$ cat src/hw/rtl/cpcm_pkg.sv
// shared types, formats and register codes of the cut plane coordinate mapper
package cpcm_pkg;

  localparam int DIM_BITS       = 11;
  localparam int AXIS_FRAC_BITS = 14;

  localparam int COORD_W = 12;
  localparam int SLAB_W  = 20;
  localparam int ORG_W   = 20;
  localparam int UNIT_W  = 16;

  // Q16 point times a unit vector gives this many fraction bits
  localparam int SHIFT_Q = 16 + AXIS_FRAC_BITS;

  // centred point before scaling: a*256 - dim*128 - origin
  localparam int UW = ((DIM_BITS + 7 > ORG_W) ? DIM_BITS + 7 : ORG_W) + 2;

  // 0.49 in the final fixed-point format
  localparam logic signed [63:0] RND_K = 64'sd32113 <<< AXIS_FRAC_BITS;

  // register stages from accept to result
  localparam int LAT = 5;

  localparam int CFG_IDX_W  = 3;
  localparam int CFG_DATA_W = 64;

  typedef enum logic [CFG_IDX_W-1:0] {
    REG_ORIGIN  = 3'd0,
    REG_X_AXIS  = 3'd1,
    REG_Y_AXIS  = 3'd2,
    REG_NORMAL  = 3'd3,
    REG_VOL_DIM = 3'd4,
    REG_SQUEEZE = 3'd5,
    REG_IMG_DIM = 3'd6
  } cfg_reg_e;

  localparam logic [3*ORG_W-1:0]    ORIGIN_RST  = '0;
  localparam logic [3*UNIT_W-1:0]   X_AXIS_RST  = 48'd16384;
  localparam logic [3*UNIT_W-1:0]   Y_AXIS_RST  = 48'd16384 << 16;
  localparam logic [3*UNIT_W-1:0]   NORMAL_RST  = 48'd16384 << 32;
  localparam logic [3*DIM_BITS-1:0] VOL_DIM_RST = '0;
  localparam logic [31:0]           SQUEEZE_RST = 32'h0100_0100;
  localparam logic [2*DIM_BITS-1:0] IMG_DIM_RST = '0;

  typedef struct packed {
    logic                      req_type;
    logic signed [COORD_W-1:0] coord_a;
    logic signed [COORD_W-1:0] coord_b;
    logic signed [COORD_W-1:0] coord_c;
    logic [SLAB_W-1:0]         slab_limit;
  } req_t;

  typedef struct packed {
    logic signed [COORD_W-1:0] res_a;
    logic signed [COORD_W-1:0] res_b;
    logic signed [COORD_W-1:0] res_c;
    logic                      out_of_range;
  } res_t;

  typedef struct packed {
    logic [2:0][ORG_W-1:0]    org;
    logic [2:0][UNIT_W-1:0]   ax;
    logic [2:0][UNIT_W-1:0]   ay;
    logic [2:0][UNIT_W-1:0]   an;
    logic [2:0][DIM_BITS-1:0] vd;
    logic [15:0]              sq;
    logic [15:0]              rc;
    logic [DIM_BITS-1:0]      imw;
    logic [DIM_BITS-1:0]      imh;
  } cfg_t;

endpackage

$ cat src/hw/rtl/cpcm_cfg.sv
// configuration registers and their decoded plane set-up
module cpcm_cfg import cpcm_pkg::*; (
  input  logic                  clk,
  input  logic                  rst,
  input  logic                  cfg_valid,
  output logic                  cfg_ready,
  input  logic [CFG_IDX_W-1:0]  cfg_index,
  input  logic [CFG_DATA_W-1:0] cfg_data,
  output cfg_t                  cfg
);

  logic [3*ORG_W-1:0]    origin;
  logic [3*UNIT_W-1:0]   x_axis;
  logic [3*UNIT_W-1:0]   y_axis;
  logic [3*UNIT_W-1:0]   normal;
  logic [3*DIM_BITS-1:0] vol_dims;
  logic [31:0]           squeeze;
  logic [2*DIM_BITS-1:0] img_dims;
  logic                  wr;

  assign cfg_ready = ~rst;
  assign wr        = cfg_valid & cfg_ready;

  always_ff @(posedge clk) begin
    if (rst) begin
      origin   <= ORIGIN_RST;
      x_axis   <= X_AXIS_RST;
      y_axis   <= Y_AXIS_RST;
      normal   <= NORMAL_RST;
      vol_dims <= VOL_DIM_RST;
      squeeze  <= SQUEEZE_RST;
      img_dims <= IMG_DIM_RST;
    end else if (wr) begin
      unique case (cfg_index)
        REG_ORIGIN:  origin   <= cfg_data[3*ORG_W-1:0];
        REG_X_AXIS:  x_axis   <= cfg_data[3*UNIT_W-1:0];
        REG_Y_AXIS:  y_axis   <= cfg_data[3*UNIT_W-1:0];
        REG_NORMAL:  normal   <= cfg_data[3*UNIT_W-1:0];
        REG_VOL_DIM: vol_dims <= cfg_data[3*DIM_BITS-1:0];
        REG_SQUEEZE: squeeze  <= cfg_data[31:0];
        REG_IMG_DIM: img_dims <= cfg_data[2*DIM_BITS-1:0];
        default: ;
      endcase
    end
  end

  always_comb begin
    for (int i = 0; i < 3; i++) begin
      cfg.org[i] = origin[ORG_W*i +: ORG_W];
      cfg.ax[i]  = x_axis[UNIT_W*i +: UNIT_W];
      cfg.ay[i]  = y_axis[UNIT_W*i +: UNIT_W];
      cfg.an[i]  = normal[UNIT_W*i +: UNIT_W];
      cfg.vd[i]  = vol_dims[DIM_BITS*i +: DIM_BITS];
    end
    cfg.sq  = squeeze[15:0];
    cfg.rc  = squeeze[31:16];
    cfg.imw = img_dims[DIM_BITS-1:0];
    cfg.imh = img_dims[2*DIM_BITS-1:DIM_BITS];
  end

  a_squeeze_wr: assert property (@(posedge clk) disable iff (rst)
    wr && cfg_index == REG_SQUEEZE |=>
      cfg.sq == $past(cfg_data[15:0]) && cfg.rc == $past(cfg_data[31:16]))
    else $error("squeeze write not taken");

  a_normal_wr: assert property (@(posedge clk) disable iff (rst)
    wr && cfg_index == REG_NORMAL |=> cfg.an[2] == $past(cfg_data[47:32]))
    else $error("normal write not taken");

  a_cfg_hold: assert property (@(posedge clk) disable iff (rst)
    !wr |=> $stable(cfg))
    else $error("configuration changed without a write");

endmodule

$ cat config.mk
export PLATFORM = sky130hd
export DESIGN_NAME = cpcm_cfg
export DESIGN_NICKNAME = d
export VERILOG_FILES = /design/src/hw/rtl/cpcm_pkg.sv /design/src/hw/rtl/cpcm_cfg.sv
export SDC_FILE = /design/constraint.sdc
export NUM_CORES = 1
export LEC_CHECK = 0
export BUFFER_PORTS_ARGS = -buffer_cell sky130_fd_sc_hd__buf_4
export CAP_MARGIN = 40
export CORE_MARGIN = 2
export CORE_UTILIZATION = 50
export DETAILED_ROUTE_END_ITERATION = 8
export PLACE_DENSITY_LB_ADDON = 0.3
export SLEW_MARGIN = 25
export SYNTH_ARGS = -nofsm -noshare
export SYNTH_HDL_FRONTEND = slang
export SYNTH_SLANG_ARGS = --single-unit
$ cat constraint.sdc
create_clock -name clk -period 2 [get_ports clk]
set_input_delay 0.3 -clock clk [delete_from_list [all_inputs] [get_ports clk]]
set_output_delay 0.3 -clock clk [all_outputs]
set_load 0.02 [all_outputs]
==> flow_summary.json, run 1 <==
{
  "run_status": "finished, final reports clean",
  "ys_ff_latch": 291,
  "dpl.hpwl_mm": 23.8,
  "grt_pass1_vias": 9760,
  "cp_common_cell": "buf_4",
  "finalWirelength_mm": 37.7,
  "critPathSlowestCell": "inv_6",
  "ys.warnings.count": 0,
  "cp_max_fo": 44,
  "fp.dieH_um": 151,
  "syn_nets": 1224,
  "wire_per_inst_um": 21.6,
  "peakVddDrop_uv": 770,
  "cts_tree": "yes",
  "htree_levels": 1,
  "worstSetupEndpointType": "output pin",
  "leakagePower_nw": 6.48,
  "synth_edf_count": 0,
  "firstDrtPassIters": 5,
  "cts-resized-gates": 0,
  "yosysSeqAreaShare_pct": 54.1,
  "power_density_nw_per_um2": 893,
  "cts_made_buffers": 29,
  "drive_above_1_share_pct": 35.6,
  "synth_flop_cell": "dfxtp_1",
  "die_x_um": 151,
  "grt_max_degree": 79,
  "n_fill_cell": 1614,
  "final_max_slew_viol_count": 0,
  "crit_arrival_ns": 1.20,
  "syn2layout_area_growth_pct": 37.6,
  "final_nets": 1521,
  "layoutNonFillerInstCount": 1748,
  "root_buffer": "clkbuf_16",
  "hold_violations": 0,
  "power_mw": 13.2,
  "fin_crit_ns": 1.50,
  "postSynthAreaPerCell_um2": 9.33,
  "ios": 362,
  "clock_skew_ns": 0,
  "clk_pin_slew_worst_paths_ns": 0.06,
  "startpoint_type": "primary input",
  "grt_overflow": 0,
  "fp.dieArea_um2": 22700,
  "cts_hold_buf": 14,
  "start_util_pct": 51.0,
  "maxSlewHeadroom_pct": 44.6,
  "grt_pass1_wl_mm": 56.6,
  "cp_top_family": "buffers and inverters",
  "fin_setup_tns_ns": 0,
  "path_buf_inv": 4,
  "viasPerCell": 6.11,
  "num_rows": 53,
  "crit_type": "primary input to output pin",
  "timing.fmax_mhz": 665,
  "gp_congestion": 0.857,
  "postCtsSetupRepairBufs": 0,
  "max_stage_delay_ns": 0.27,
  "drc": 0,
  "worstPathCellList": "buf_4 -> inv_6 -> buf_12 -> buf_4",
  "rsz0062_at_grt": "no",
  "hp-class": "primary input to flip-flop",
  "synth_area_um2": 10800,
  "placed_cells": 1681,
  "hp-start": "cfg_data[19]",
  "finalSetupViolCount": 0,
  "seq_area_um2": 5830,
  "netlist_instances": 1154,
  "synthDistinctLibCells": 28,
  "io_buffers": 357,
  "cts_sinks": 291,
  "coreArea_um2": 21100,
  "async_flop_share_pct": 0,
  "num_vias": 10700,
  "tightest_slew_ns": 0.832,
  "cap_violations": 0,
  "antenna_found_initial": 1,
  "rr_startpoint": "x_axis[31]$_SDFFE_PP0P_",
  "critPathLaunch": "rst",
  "required_ns": 1.70,
  "antenna_left": 0,
  "post-route-period-util_pct": 75.2,
  "grt_usage_pct": 31.6,
  "worstSkewPairLatency_ns": 0.53,
  "multi_input_area_um2": 4350,
  "cts_max_path_buffers": 3,
  "drt-initial-drc-count": 974
}
## flip-flops by register name, summed over array words and instances (netlist names)
name      cells
normal       48
y_axis       48
origin       60
img_dims     22
x_axis       48
squeeze      32
vol_dims     33
## layout make-up
class	count	area share (%)
Clock buffer	35	5.39
Timing Repair Buffer	401	21.4
Inverter	2	0.0845
Multi-Input combinational cell	726	29.4
Antenna cell	1	0.0169
Tap cell	275	2.32
Clock inverter	17	2.04
Sequential cell	291	39.3
## worst paths after layout
path | end | slack [ns] | cells past startpoint
worst max-delay path | cfg_ready | 0.50 | 4
worst min-delay path | vol_dims[19]$_SDFFE_PP0P_ | 0.02 | 3
worst max register to register | x_axis[31]$_SDFFE_PP0P_ | 1.28 | 2
worst min register to register | normal[11]$_SDFFE_PP0P_ | 0.48 | 2
## stage by stage
stage / setup slack (ns) / utilization [%] / instance area (um2) / hold slack, ns
5_1_grt: 0.449 / 70.2 / 14800 / 0.0209
3_3_place_gp: 0.246 / 64.3 / 13600 / 0.459
2_1_floorplan: 0.506 / - / 10800 / 0.423
4_1_cts: 0.499 / 70.2 / 14800 / 0.00873
3_5_place_dp: 0.197 / 64.3 / 13600 / 0.465
6_report: 0.496 / 70.2 / 14800 / 0.0194
## worst min-delay path: stages
cell	delay (ns)
buf_4	0.08
nand3_1	0.07
nand2_1	0.07
## power breakdown
part / switching, mW / internal (mW) / total [mW]
Combinational: 0.707 / 0.357 / 1.06
Clock: 2.34 / 3.87 / 6.21
Sequential: 0.0536 / 5.89 / 5.94
Total: 3.10 / 10.1 / 13.2
## Yosys cell counts (3+ instances only)
cell / n / area, um2
and3_1: 75 / 469
buf_6: 3 / 33.8
nand2_1: 58 / 218
o21ai_1: 10 / 50.1
buf_1: 13 / 48.8
o211ai_1: 141 / 1060
buf_2: 35 / 175
a21oi_1: 75 / 375
clkbuf_1: 75 / 282
nor3_1: 4 / 20.0
buf_4: 7 / 52.6
a31o_2: 74 / 648
o21ai_0: 169 / 846
nor2_1: 4 / 15.0
dfxtp_1: 291 / 5830
nand3_1: 105 / 526
## cells in the final DEF (no fill, tap or decap), drive strengths merged, types with 14 or more instances in the layout
master,count
and3,75
a21oi,75
dfxtp,291
clkbuf,35
dlygate4sd3,14
o211ai,141
nand3,105
o21ai,179
a31o,74
nand2,58
buf,387
## metal layers
metal / global-route usage [%] / wire length [um] / share of wire, %
met1: 41.9 / 14600 / 39
met2: 49.2 / 17300 / 46
met3: 7.85 / 4010 / 11
met4: 13.6 / 1800 / 4.8
met5: 0 / 0 / 0
## logic make-up after synthesis
family / Yosys count / synth area share [%]
simple gates: 256 / 12.5
buf+inv: 137 / 5.66
compound gates: 470 / 27.7
flops: 291 / 54.1
Power figures use the tool's default switching activity.
==> run 2: changes to the inputs <==
--- a/config.mk
+++ b/config.mk
@@ -5,10 +5,11 @@
 export SDC_FILE = /design/constraint.sdc
 export NUM_CORES = 1
 export LEC_CHECK = 0
+export ABC_AREA = 1
 export BUFFER_PORTS_ARGS = -buffer_cell sky130_fd_sc_hd__buf_4
 export CAP_MARGIN = 40
 export CORE_MARGIN = 2
-export CORE_UTILIZATION = 50
+export CORE_UTILIZATION = 46
 export DETAILED_ROUTE_END_ITERATION = 8
 export PLACE_DENSITY_LB_ADDON = 0.3
 export SLEW_MARGIN = 25
==> constraint.sdc (replaced) <==
create_clock -name clk -period 1.3 [get_ports clk]
set_input_delay 0.195 -clock clk [delete_from_list [all_inputs] [get_ports clk]]
set_output_delay 0.195 -clock clk [all_outputs]
set_load 0.02 [all_outputs]
==> flow_summary.json, run 2 <==
{
  "antenna_left": 0,
  "viasPerCell": 4.94,
  "cts_max_path_buffers": 3,
  "grt_usage_pct": 27.0,
  "ys.warnings.count": 0,
  "htree_levels": 1,
  "placed_cells": 2259,
  "seqPwrFrac_pct": 45.1,
  "cap_violations": 0,
  "fp.dieArea_um2": 26100,
  "cts_tree": "yes",
  "grt_pass1_wl_mm": 56.9,
  "n_fill_cell": 2078,
  "timing.fmax_mhz": 789,
  "power_mw": 20.4,
  "layout.cells.most_common_list": "nor2_1, nand2_1, buf_4, dfxtp_1, nand3_1",
  "worstSkewPairLatency_ns": 0.55,
  "synthDistinctLibCells": 15,
  "power_density_nw_per_um2": 1280,
  "drt-initial-drc-count": 854,
  "path_buf_inv": 1,
  "num_rows": 57,
  "netlist_instances": 1652,
  "grt_pass1_vias": 10800,
  "firstDrtPassIters": 5,
  "num_vias": 11500,
  "syn_nets": 1722,
  "max_stage_delay_ns": 0.36,
  "final_common_cell": "nor2_1",
  "hold_ws_ns": 0.0238,
  "top_register": "origin",
  "p_sw_share_pct": 24.7,
  "maxSlewHeadroom_pct": 65.5,
  "required_ns": 1.11,
  "synth_top_area_share_pct": 51.1,
  "synth_compound_area_share_pct": 2.19,
  "clockPowerShare_pct": 44.5,
  "cp_max_fo": 2,
  "layoutNonFillerInstCount": 2337,
  "postCtsSetupRepairBufs": 0,
  "synth_common_cells": "nor2_1, nand2_1, dfxtp_1",
  "coreArea_um2": 24300,
  "grt_overflow": 0,
  "p_int_mw": 15.4,
  "synth_fa_ha_area_share_pct": 0,
  "synth_most_common_cell": "nor2_1",
  "wire_per_inst_um": 15.5,
  "antennaDiodeCount": 0,
  "synth_edf_count": 0,
  "ios": 362,
  "worstSetupEndpointType": "output pin",
  "syn2layout_area_growth_pct": 39.7,
  "synthMuxAreaShare_pct": 0,
  "fp.dieH_um": 161,
  "yosysSeqAreaShare_pct": 51.1,
  "start_util_pct": 46.9,
  "cts_sinks": 291,
  "dpl.hpwl_mm": 24.0,
  "synthXorXnorAreaFrac_pct": 0,
  "tightest_slew_ns": 0.517,
  "root_buffer": "clkbuf_16",
  "worstPathCellList": "buf_4",
  "finalSetupViolCount": 0,
  "synth_area_um2": 11400,
  "fin_crit_ns": 1.27,
  "rsz0062_at_grt": "no",
  "crit_arrival_ns": 1.07,
  "startpoint_type": "flip-flop",
  "pwr-share-comb_pct": 10.4,
  "async_flop_share_pct": 0,
  "leakagePower_nw": 7.46,
  "die_x_um": 161,
  "io_buffers": 357,
  "crit_type": "flip-flop to output pin",
  "clock_skew_ns": 0,
  "drc": 0,
  "final_max_slew_viol_count": 0,
  "synth_flop_cell": "dfxtp_1",
  "largest_register_ffs": 60,
  "synth_top_family_by_area": "simple AND/OR/NAND/NOR gates",
  "final_nets": 2061,
  "postSynthAreaPerCell_um2": 6.91,
  "utilization_pct": 65.6,
  "critPathSlowestCell": "dfxtp_1",
  "drive_above_1_share_pct": 23.4,
  "synth_area_leader_cell": "dfxtp_1",
  "gp_congestion": 0.825,
  "clk_pin_slew_worst_paths_ns": 0.06,
  "hold_violations": 0,
  "cts_made_buffers": 30,
  "run_status": "finished, final reports clean",
  "synthTopCellsByArea": "dfxtp_1, nor2_1, nand2_1",
  "cp_top_family": "flip-flops",
  "ys_ff_latch": 291,
  "synthSimpleGateAreaFrac_pct": 39.4,
  "hp-class": "primary input to flip-flop",
  "grt_max_degree": 102,
  "peakVddDrop_uv": 953,
  "antenna_found_initial": 0,
  "power.switching_mw": 5.04,
  "post-route-period-util_pct": 97.5,
  "finalWirelength_mm": 36.3
}
## run 2: cell types whose count changed after synthesis, sizes merged, moves of 2 or more
cell and delta:
nor2 +528, nand2 +324, o21ai -176, o211ai -141
nand3 +105, and3 -75, a31o -74, inv +65
clkbuf -41, a21oi -28, buf +24, nor3 -4
and3b -2, nand3b -2
## run 2: kinds of logic after synthesis
family | Yosys count
flops | 291
simple gates | 1125
compound gates | 50
buf+inv | 186
## run 2: layout make-up
type                            instances  area (um2)  area share [%]
Timing Repair Buffer                  425        3590            22.5
Clock inverter                         16         189            1.19
Sequential cell                       291        5830            36.6
Clock buffer                           38         862            5.41
Inverter                               68         264            1.66
Multi-Input combinational cell       1175        4800            30.1
Tap cell                              324         405            2.54
## run 2: worst paths after layout
path | start | to | slack [ns] | cells after the start
setup / recovery | origin[55]$_SDFFE_PP0P_ | cfg[286] | 0.03 | 1
hold / removal | cfg_data[33] | y_axis[33]$_SDFFE_PP0P_ | 0.02 | 5
setup reg to reg | origin[55]$_SDFFE_PP0P_ | origin[55]$_SDFFE_PP0P_ | 0.65 | 2
hold reg to reg | vol_dims[19]$_SDFFE_PP0P_ | vol_dims[19]$_SDFFE_PP0P_ | 0.48 | 2
## run 2: timing repair
action	4_1_cts	5_1_grt
endpoints found under the hold margin	33	0
gates resized for setup	2	2
hold buffers	24	0
setup endpoints to repair	2	2
## run 2: metal layers
metal | global-route usage (%) | vias up | part of all wire, %
li1 | - | 5760 | -
met5 | 0 | - | 0
met3 | 7.42 | 103 | 8.8
met4 | 11.9 | 0 | 4.7
met2 | 44.5 | 443 | 46
met1 | 33.0 | 5236 | 40
## run 2: metrics by stage
| stage | area, um2 | setup WS (ns) | TNS [ns] |
|---|---|---|---|
| 2_1_floorplan | 11400 | 0.0855 | 0 |
| 3_3_place_gp | 14600 | -0.0442 | -2.75 |
| 3_5_place_dp | 14600 | -0.0929 | -6.38 |
| 4_1_cts | 15900 | 0.0175 | 0 |
| 5_1_grt | 15900 | 0.00490 | 0 |
| 6_report | 15900 | 0.0328 | 0 |
## run 2: power by group through the flow
stage	Combinational, mW	Clock [mW]	Sequential [mW]
finish	2.13	9.09	9.22
global route	2.32	9.53	9.24
CTS	2.13	9.22	9.22
detailed placement	2.06	0	9.41
global placement	2.03	0	9.41
floorplan	0.935	0	9.64
==> run 3: changes to the inputs <==
--- a/config.mk
+++ b/config.mk
@@ -11,6 +11,7 @@
 export CORE_MARGIN = 2
 export CORE_UTILIZATION = 46
 export DETAILED_ROUTE_END_ITERATION = 8
+export GPL_TIMING_DRIVEN = 0
 export PLACE_DENSITY_LB_ADDON = 0.3
 export SLEW_MARGIN = 25
 export SYNTH_ARGS = -nofsm -noshare
==> flow_summary.json, run 3 (same netlist as run 2, synthesis figures left out) <==
{
  "hp-class": "primary input to flip-flop",
  "die_x_um": 161,
  "r2r_cells": 2,
  "finalWirelength_mm": 41.4,
  "final_max_slew_viol_count": 0,
  "utilization_pct": 64.8,
  "hold_violations": 0,
  "crit_path_end": "cfg[152]",
  "final_design_area_no_fill_um2": 15800,
  "rrSetupSlack_ns": 0.61,
  "power_density_nw_per_um2": 1290,
  "worstPathCellList": "buf_4",
  "num_vias": 12000,
  "viasPerCell": 4.99,
  "max_stage_delay_ns": 0.36,
  "io_buffers": 356,
  "required_ns": 1.11,
  "worstSetupEndpointType": "output pin",
  "fp.dieArea_um2": 26100,
  "cts_made_buffers": 31,
  "firstDrtPassIters": 6,
  "peakVddDrop_uv": 1040,
  "antennaDiodeCount": 0,
  "antenna_found_initial": 0,
  "tightest_slew_ns": 0.726,
  "top_register": "origin",
  "leakagePower_nw": 7.53,
  "cts_tree": "yes",
  "wire_per_inst_um": 17.2,
  "post_dp_cell_area_um2": 14500,
  "cp_top_family": "flip-flops",
  "timing.fmax_mhz": 781,
  "n_fill_cell": 2139,
  "post-route-period-util_pct": 98.5,
  "start_util_pct": 46.9,
  "fin_crit_ns": 1.28,
  "run_status": "finished, final reports clean",
  "grt_pass1_vias": 11300,
  "finalSetupViolCount": 0,
  "path_buf_inv": 1,
  "rr_startpoint": "origin[54]$_SDFFE_PP0P_",
  "crit_type": "flip-flop to output pin",
  "clk_pin_slew_worst_paths_ns": 0.06,
  "final_common_cell": "nor2_1",
  "dpl.hpwl_mm": 29.8,
  "fp.dieH_um": 161,
  "critPathSlowestCell": "dfxtp_1",
  "cap_violations": 0,
  "layoutNonFillerInstCount": 2407,
  "drive_above_1_share_pct": 23.7,
  "clock_skew_ns": 0,
  "cp_num_cells": 1,
  "cp_max_fo": 2,
  "antenna_left": 0,
  "startpoint_type": "flip-flop",
  "crit_arrival_ns": 1.09,
  "critPathLaunch": "y_axis[17]$_SDFFE_PP0P_",
  "gp_congestion": 0.838,
  "drc": 0,
  "r2r_end": "origin[54]$_SDFFE_PP0P_",
  "maxSlewHeadroom_pct": 51.6,
  "grt_max_degree": 15,
  "worstSkewPairLatency_ns": 0.55,
  "grt_overflow": 0,
  "htree_levels": 1,
  "grt_pass1_wl_mm": 62.9,
  "grt_usage_pct": 30.7,
  "placed_cells": 2334,
  "cts_sinks": 291,
  "layout.cells.most_common_list": "nor2_1, nand2_1, buf_4, dfxtp_1, nand3_1",
  "coreArea_um2": 24300,
  "final_nets": 2132,
  "largest_register_ffs": 60,
  "ios": 362,
  "cts_max_path_buffers": 3,
  "num_rows": 57,
  "root_buffer": "clkbuf_16",
  "rsz0062_at_grt": "yes",
  "postCtsSetupRepairBufs": 0,
  "drt-initial-drc-count": 808,
  "syn2layout_area_growth_pct": 38.2
}
==> run 3: changes by cell type in the layout (fill, tap and decap cells not counted), moves of 5 or more <==
cell           previous run  this run
dfxtp_2                   3        13
nor2_4                    8         1
clkbuf_1                  1        42
buf_2                     0        44
dfxtp_1                 288       278
dlygate4sd3_1            24        19
clkinv_2                 10         2
buf_1                     0        16
buf_12                   27         0
==> run 3: final cells by class <==
cell class	instances	area [um2]	share of cell area, %
clock buffer	49	933	5.92
inverter	68	255	1.62
sequential	291	5840	37.1
buffer	118	584	3.71
clock inverter	5	100	0.635
timing repair buffer	377	2890	18.3
multi-input combinational	1175	4760	30.2
tap	324	405	2.57
==> run 3: worst min-delay path by stage <==
stage | from | to | cells past startpoint
floorplan | cfg_data[24] | squeeze[24]$_SDFFE_PP1P_ | 2
global placement | cfg_data[30] | y_axis[30]$_SDFFE_PP1P_ | 3
detailed placement | cfg_data[30] | y_axis[30]$_SDFFE_PP1P_ | 3
CTS | cfg_data[35] | origin[35]$_SDFFE_PP0P_ | 5
global route | cfg_data[35] | origin[35]$_SDFFE_PP0P_ | 5
finish | cfg_data[38] | origin[38]$_SDFFE_PP0P_ | 5
==> run 3: repair_timing <==
| item | in CTS | in global routing |
|---|---|---|
| hold buffers | 19 | 0 |
| hold endpoints to repair | 18 | 0 |
| setup endpoints to repair | 35 | 66 |
| resized for setup | 13 | 9 |
| pin swaps | 0 | 0 |
==> run 3: power by group <==
group	internal, mW	leakage [nW]	switching (mW)	total, mW
sequential	9.12	2.36	0.115	9.23
combinational	0.754	4.66	1.38	2.13
clock	5.45	0.508	3.58	9.03
total	15.3	7.53	5.08	20.4
==> run 3: through the flow <==
stage | power, mW | TNS [ns] | hold WS (ns) | setup slack, ns
2_1_floorplan | 10.6 | 0 | 0.321 | 0.0855
6_report | 20.4 | 0 | 0.0215 | 0.0193
3_3_place_gp | 11.4 | -144.55 | 0.421 | -0.663
4_1_cts | 20.4 | 0 | 0.0128 | 0.00356
3_5_place_dp | 11.5 | -131.39 | 0.427 | -0.652
5_1_grt | 21.0 | -0.00588 | 0.0409 | -0.00588
==> run 3: layer usage <==
layer / part of all wire [%] / track usage (%) / wire (um)
met5: 0 / 0 / 0
met1: 40 / 38.0 / 16700
met2: 47 / 52.3 / 19600
met4: 3.6 / 10.9 / 1500
met3: 8.8 / 7.14 / 3640
